[config.mk]
export PLATFORM = sky130hd
export DESIGN_NAME = integer_to_ascii_emitter_core
export DESIGN_NICKNAME = d
export VERILOG_FILES = /design/src/hdl/i2a_pkg.sv /design/src/hdl/integer_to_ascii_emitter_core.sv
export SDC_FILE = /design/constraint.sdc
export NUM_CORES = 1
export LEC_CHECK = 0
export ABC_AREA = 1
export BUFFER_PORTS_ARGS = -buffer_cell sky130_fd_sc_hd__buf_2
export CELL_PAD_IN_SITES_DETAIL_PLACEMENT = 1
export CELL_PAD_IN_SITES_GLOBAL_PLACEMENT = 2
export CORE_MARGIN = 2
export CORE_UTILIZATION = 35
export DETAILED_ROUTE_END_ITERATION = 6
export PLACE_DENSITY_LB_ADDON = 0.3
export SETUP_SLACK_MARGIN = 0.1
export SLEW_MARGIN = 15
export SYNTH_ARGS = -nofsm -noshare
export SYNTH_HDL_FRONTEND = slang
export SYNTH_SLANG_ARGS = --single-unit
[constraint.sdc]
create_clock -name clk -period 5.2 [get_ports clk]
set_clock_uncertainty 0.15 [all_clocks]
set_input_delay 0.26 -clock clk [delete_from_list [all_inputs] [get_ports clk]]
set_output_delay 0.26 -clock clk [all_outputs]
set_load 0.01 [all_outputs]
[src/hdl/i2a_pkg.sv]
// Package with shared constants, the controller state type and the digit encoder.
package i2a_pkg;

    localparam int WORD_W     = 32;
    localparam int DIGIT_W    = 4;
    localparam int DEC_DIGITS = 10;
    localparam int HEX_DIGITS = WORD_W / DIGIT_W;
    localparam int BCD_W      = DEC_DIGITS * DIGIT_W;
    localparam int CHAR_W     = 8;
    localparam int BIT_CNT_W  = $clog2(WORD_W);
    localparam int REM_W      = $clog2(DEC_DIGITS + 1);

    localparam logic [CHAR_W-1:0] CHAR_MINUS = 8'h2D;
    localparam logic [CHAR_W-1:0] CHAR_ZERO  = 8'h30;
    localparam logic [CHAR_W-1:0] CHAR_A     = 8'h41;

    localparam logic MODE_DEC = 1'b0;
    localparam logic MODE_HEX = 1'b1;

    typedef enum logic [2:0] {
        ST_IDLE = 3'b001,
        ST_CONV = 3'b010,
        ST_EMIT = 3'b100
    } state_t;

    function automatic logic [CHAR_W-1:0] digit_to_ascii(input logic [DIGIT_W-1:0] d);
        logic [CHAR_W-1:0] c;
        if (d < 4'd10)
            c = CHAR_ZERO + {4'd0, d};
        else
            c = CHAR_A + {4'd0, d} - 8'd10;
        return c;
    endfunction

endpackage

[src/hdl/integer_to_ascii_emitter_core.sv]
// Top level: converts a 32-bit value to decimal or hex ASCII, one character per beat.
//
// Usage: drive number_bits and action and raise start while busy is low; the value is
// taken at that clock edge and busy rises on the next cycle. Characters leave on
// ascii_char with valid high for exactly one cycle per beat, most significant first;
// last_char marks the final character of the text. The receiver cannot stall, so it
// must take every beat on the cycle it appears.
// Decimal mode (action 0) reads the value as signed, prints a leading minus for
// negatives and suppresses leading zeros. It runs a bit-serial shift-and-add-3
// conversion over all 32 input bits, then walks the ten BCD digits one per cycle,
// after a slot for the minus sign when the value is negative.
// Hex mode (action 1) walks the eight nibbles one per cycle with at least two digits
// printed; other leading zeros are suppressed.
// Each character is registered and appears in the cycle after its slot (minus sign
// or a digit slot that is not a skipped leading zero); the last one appears in the
// first cycle with busy low. A new value may be started in that same cycle. Once
// the first digit is out, digits leave at one per cycle until the digit-walk
// counter runs out.
// Reset returns the controller to idle and drops valid and last_char; no other state is reset.
module integer_to_ascii_emitter_core
    import i2a_pkg::*;
(
    input  logic              clk,
    input  logic              rst_n,
    input  logic              start,
    output logic              busy,
    input  logic [WORD_W-1:0] number_bits,
    input  logic              action,
    output logic              valid,
    output logic [CHAR_W-1:0] ascii_char,
    output logic              last_char
);

    state_t               state_reg, state_next;
    logic [WORD_W-1:0]    bin_reg, bin_next;
    logic [BCD_W-1:0]     digit_reg, digit_next;
    logic [BIT_CNT_W-1:0] bit_cnt_reg, bit_cnt_next;
    logic [REM_W-1:0]     rem_reg, rem_next;
    logic                 minus_reg, minus_next;
    logic                 started_reg, started_next;
    logic                 hex_reg, hex_next;
    logic                 valid_reg, valid_next;
    logic [CHAR_W-1:0]    char_reg, char_next;
    logic                 last_reg, last_next;

    logic [BCD_W-1:0]     bcd_adj;
    logic [DIGIT_W-1:0]   top_digit;
    logic [REM_W-1:0]     min_digits;
    logic                 skip_zero;

    always_comb
    begin
        for (int i = 0; i < DEC_DIGITS; i++)
        begin
            if (digit_reg[i*DIGIT_W +: DIGIT_W] >= 4'd5)
                bcd_adj[i*DIGIT_W +: DIGIT_W] = digit_reg[i*DIGIT_W +: DIGIT_W] + 4'd3;
            else
                bcd_adj[i*DIGIT_W +: DIGIT_W] = digit_reg[i*DIGIT_W +: DIGIT_W];
        end
    end

    assign top_digit  = digit_reg[BCD_W-1 -: DIGIT_W];
    assign min_digits = hex_reg ? REM_W'(2) : REM_W'(1);
    assign skip_zero  = !started_reg && (top_digit == '0) && (rem_reg > min_digits);

    always_comb
    begin
        state_next   = state_reg;
        bin_next     = bin_reg;
        digit_next   = digit_reg;
        bit_cnt_next = bit_cnt_reg;
        rem_next     = rem_reg;
        minus_next   = minus_reg;
        started_next = started_reg;
        hex_next     = hex_reg;
        valid_next   = 1'b0;
        char_next    = char_reg;
        last_next    = 1'b0;
        case (state_reg)
            ST_IDLE:
            begin
                if (start)
                begin
                    started_next = 1'b0;
                    hex_next     = action;
                    if (action == MODE_HEX)
                    begin
                        digit_next = {number_bits, {(BCD_W-WORD_W){1'b0}}};
                        rem_next   = REM_W'(HEX_DIGITS);
                        minus_next = 1'b0;
                        state_next = ST_EMIT;
                    end
                    else
                    begin
                        minus_next   = number_bits[WORD_W-1];
                        bin_next     = number_bits[WORD_W-1] ? (~number_bits + 1'b1)
                                                             : number_bits;
                        digit_next   = '0;
                        bit_cnt_next = BIT_CNT_W'(WORD_W - 1);
                        state_next   = ST_CONV;
                    end
                end
            end
            ST_CONV:
            begin
                digit_next   = {bcd_adj[BCD_W-2:0], bin_reg[WORD_W-1]};
                bin_next     = {bin_reg[WORD_W-2:0], 1'b0};
                bit_cnt_next = bit_cnt_reg - 1'b1;
                if (bit_cnt_reg == '0)
                begin
                    rem_next   = REM_W'(DEC_DIGITS);
                    state_next = ST_EMIT;
                end
            end
            ST_EMIT:
            begin
                if (minus_reg)
                begin
                    minus_next = 1'b0;
                    valid_next = 1'b1;
                    char_next  = CHAR_MINUS;
                end
                else
                begin
                    digit_next = {digit_reg[BCD_W-DIGIT_W-1:0], {DIGIT_W{1'b0}}};
                    rem_next   = rem_reg - 1'b1;
                    if (!skip_zero)
                    begin
                        started_next = 1'b1;
                        valid_next   = 1'b1;
                        char_next    = digit_to_ascii(top_digit);
                        last_next    = (rem_reg == REM_W'(1));
                    end
                    if (rem_reg == REM_W'(1))
                        state_next = ST_IDLE;
                end
            end
            default:
            begin
                state_next = ST_IDLE;
            end
        endcase
    end

    always_ff @(posedge clk or negedge rst_n)
    begin
        if (!rst_n)
        begin
            state_reg <= ST_IDLE;
            valid_reg <= 1'b0;
            last_reg  <= 1'b0;
        end
        else
        begin
            state_reg <= state_next;
            valid_reg <= valid_next;
            last_reg  <= last_next;
        end
    end

    always_ff @(posedge clk)
    begin
        bin_reg     <= bin_next;
        digit_reg   <= digit_next;
        bit_cnt_reg <= bit_cnt_next;
        rem_reg     <= rem_next;
        minus_reg   <= minus_next;
        started_reg <= started_next;
        hex_reg     <= hex_next;
        char_reg    <= char_next;
    end

    assign busy       = (state_reg != ST_IDLE);
    assign valid      = valid_reg;
    assign ascii_char = char_reg;
    assign last_char  = last_reg;

    a_valid_follows_work: assert property (@(posedge clk) disable iff (!rst_n)
        valid |-> $past(busy))
        else $error("Character beat without a conversion in progress.");

    a_last_needs_valid: assert property (@(posedge clk) disable iff (!rst_n)
        last_char |-> valid)
        else $error("Last flag raised outside a beat.");

    a_start_takes: assert property (@(posedge clk) disable iff (!rst_n)
        (start && !busy) |=> busy)
        else $error("Accepted value did not start a conversion.");

    a_minus_not_last: assert property (@(posedge clk) disable iff (!rst_n)
        (valid && ascii_char == CHAR_MINUS) |-> !last_char)
        else $error("Minus sign marked as the final character.");

    a_done_to_idle: assert property (@(posedge clk) disable iff (!rst_n)
        last_char |-> !busy)
        else $error("Controller still busy after the final character.");

endmodule

==> reports/results.ini <==
[worst_setup_path]
start_kind=flip-flop
worstPathMaxFanout=37
required_ps=5110
path_class=flip-flop to flip-flop
worstPathCellList=nor3_4, inv_2, nand2_1, nor2_1, nor2_4, buf_16
critPathTopFamily=simple AND/OR/NAND/NOR gates
crit_buf_inv=2
cp_slowest_cell=nor3_4
crit_arrival_ps=2910
end_kind=flip-flop
critPathMaxStageDelay_ps=550

[timing]
slew_viol_final=0
fmax_mhz=333
fin_ws_ps=2200
whs_ps=78.4
rsz0062_at_grt=no
fin_crit_ps=3000
finalSetupViolations=0
tightestPinTransition_ps=742
fin_crit_sh_pct=57.7
slew_headroom_pct=50.1
setup_tns_ps=0
finalHoldViolCount=0

[floorplan]
core-area_um2=17200
die-area_um2=18500
start_util_pct=35.6
die_h_um=136
ioPinCount=47
row_count=48
die_width_um=136

[cts]
ctsHtreeMaxLevel=3
postCtsHoldBufs=1
clk_pin_slew_ps=70
cts_sinks=96
cts_tree=built
clockRootBuffer=clkbuf_16
clockBufferDepth=2
clk_latency_ps=350
cts.repair.resized=0
cts_buffers=9
cts_setup_buffers=0

[routing]
drc=0
ant_nets=0
wirelength_um=17000
routed_via_density=5.28
wl_per_cell_um=17.2
firstDrtPassIters=5
num_vias=5226
first_iter_violations=284

[place]
hpwl_um=12700
portBuffers=45
dp_slack_ps=1940
place.gp.congestion=0.832

[global_route]
met2_usage_pct=32.2
grt_max_degree=60
antenna_found_initial=0
grt-ovfl-total=0
grt_pass1_wl_um=27900
busiest_layer=met2
use_met1_pct=26.9
grt_pass1_vias=5320
grt_util_all_layers_pct=19.6
globalRouteMet3Util_pct=2.68

[pwr]
p_leak_uw=0.00284
ir_drop_mv=0.230
cellPowerDensity_nw_per_um2=530

[synthesis]
yosys-top-cells-area=edfxtp_1 (45%), nand2_1 (9.6%), ha_1 (5.7%)
syn_area_um2=6110
ys_warn_count=0
synth_cell_types=39
synth_top_area_share_pct=44.7
seq_area_frac_synth_pct=46.8
synth_nets=786
syn_inst=722
ys_ff_latch=96
syn_area_per_cell_um2=8.46
yosysTopAreaCell=edfxtp_1

[finish]
largest_reg_flops=40
drive_gt1_share_pct=11.8
nets=823
n_antenna_cell=0
area_growth_pct=12.4
utilization_pct=40.0

[hold_path]
hold_class=input pin to flip-flop

[run]
maxCapViolations=0

[outcome]
status=finished, final reports clean

[tightest hold or removal path, cell delays in order]
cell and delay (ps):
buf_2 110, nand2_1 50, inv_1 50
[worst paths after layout]
kind,end,cells past startpoint,slack (ps),from
max in group asynchronous,state_reg[0],2,4580,rst_n
min in group asynchronous,state_reg[1],2,100,rst_n
setup / recovery,digit_reg[34],6,2200,state_reg[1]
hold reg to reg,bin_reg[30],2,370,bin_reg[29]
hold / removal,bin_reg[0],3,80,number_bits[0]
setup reg to reg,digit_reg[34],6,2200,state_reg[1]
[power by group]
part           total (uW)  switching [uW]  internal [uW]
clock                 691             302            389
combinational        1390             946            439
sequential           1560             229           1330
total                3640            1480           2160
[synthesized netlist by cell type, drive strengths merged]
cell type	instances
nor4	1
conb	1
inv	95
o32ai	2
o21a	1
o21ai	72
o21bai	1
dfrtp	4
nand3	59
nand4	7
ha	28
o211ai	4
nor3	5
buf	18
nor2	63
xor2	16
xnor2	3
a31oi	3
clkbuf	6
a21oi	42
o221ai	32
edfxtp	91
nand2	158
or2	6
dfstp	1
o31ai	2
and3	1
[per-stage QoR]
stage	power [uW]	area, um^2	cells
global route	3950	6870	989
floorplan	2490	6110	722
detailed placement	2940	6530	971
finish	3640	6870	989
global placement	2860	6520	971
CTS	3640	6840	988
[logic make-up (layout without fill, tap and decap cells)]
| group | after synthesis | after routing | share of synthesized area, % |
|---|---|---|---|
| adders and majority gates | 28 | 28 | 5.74 |
| xor gates and xnor gates | 19 | 19 | 2.72 |
| and+or+nand+nor | 300 | 300 | 21.0 |
| other | 1 | 1 | 0.0614 |
| DFF | 96 | 96 | 46.8 |
| buffers and inverters | 119 | 161 | 7.84 |
| AOI/OAI and AO/OA | 159 | 159 | 15.8 |
[routing by layer]
metal  routed length (um)  part of all wire (%)
met1                 8120                    48
met2                 7990                    47
met3                  712                   4.2
met4                  228                   1.3
met5                    0                     0
[area by class of cell]
cell class                      instances  area (um^2)
Clock buffer                           12          246
Inverter                               95          357
Tap cell                              225          282
Clock inverter                          4         55.1
Timing Repair Buffer                   50          285
Fill cell                            2080        10300
Multi-Input combinational cell        507         2780
Sequential cell                        96         2860
[cell usage in the layout (no fill, tap or decap), types with 28 or more instances in the layout]
cell type  synthesis  layout
a21oi_1           42      42
buf_2             11      45
edfxtp_1          91      91
ha_1              28      28
inv_1             89      89
nand2_1          156     156
nand3_1           57      56
nor2_1            60      59
o21ai_0           59      59
o221ai_1          30      30
Power figures use the tool's default switching activity.
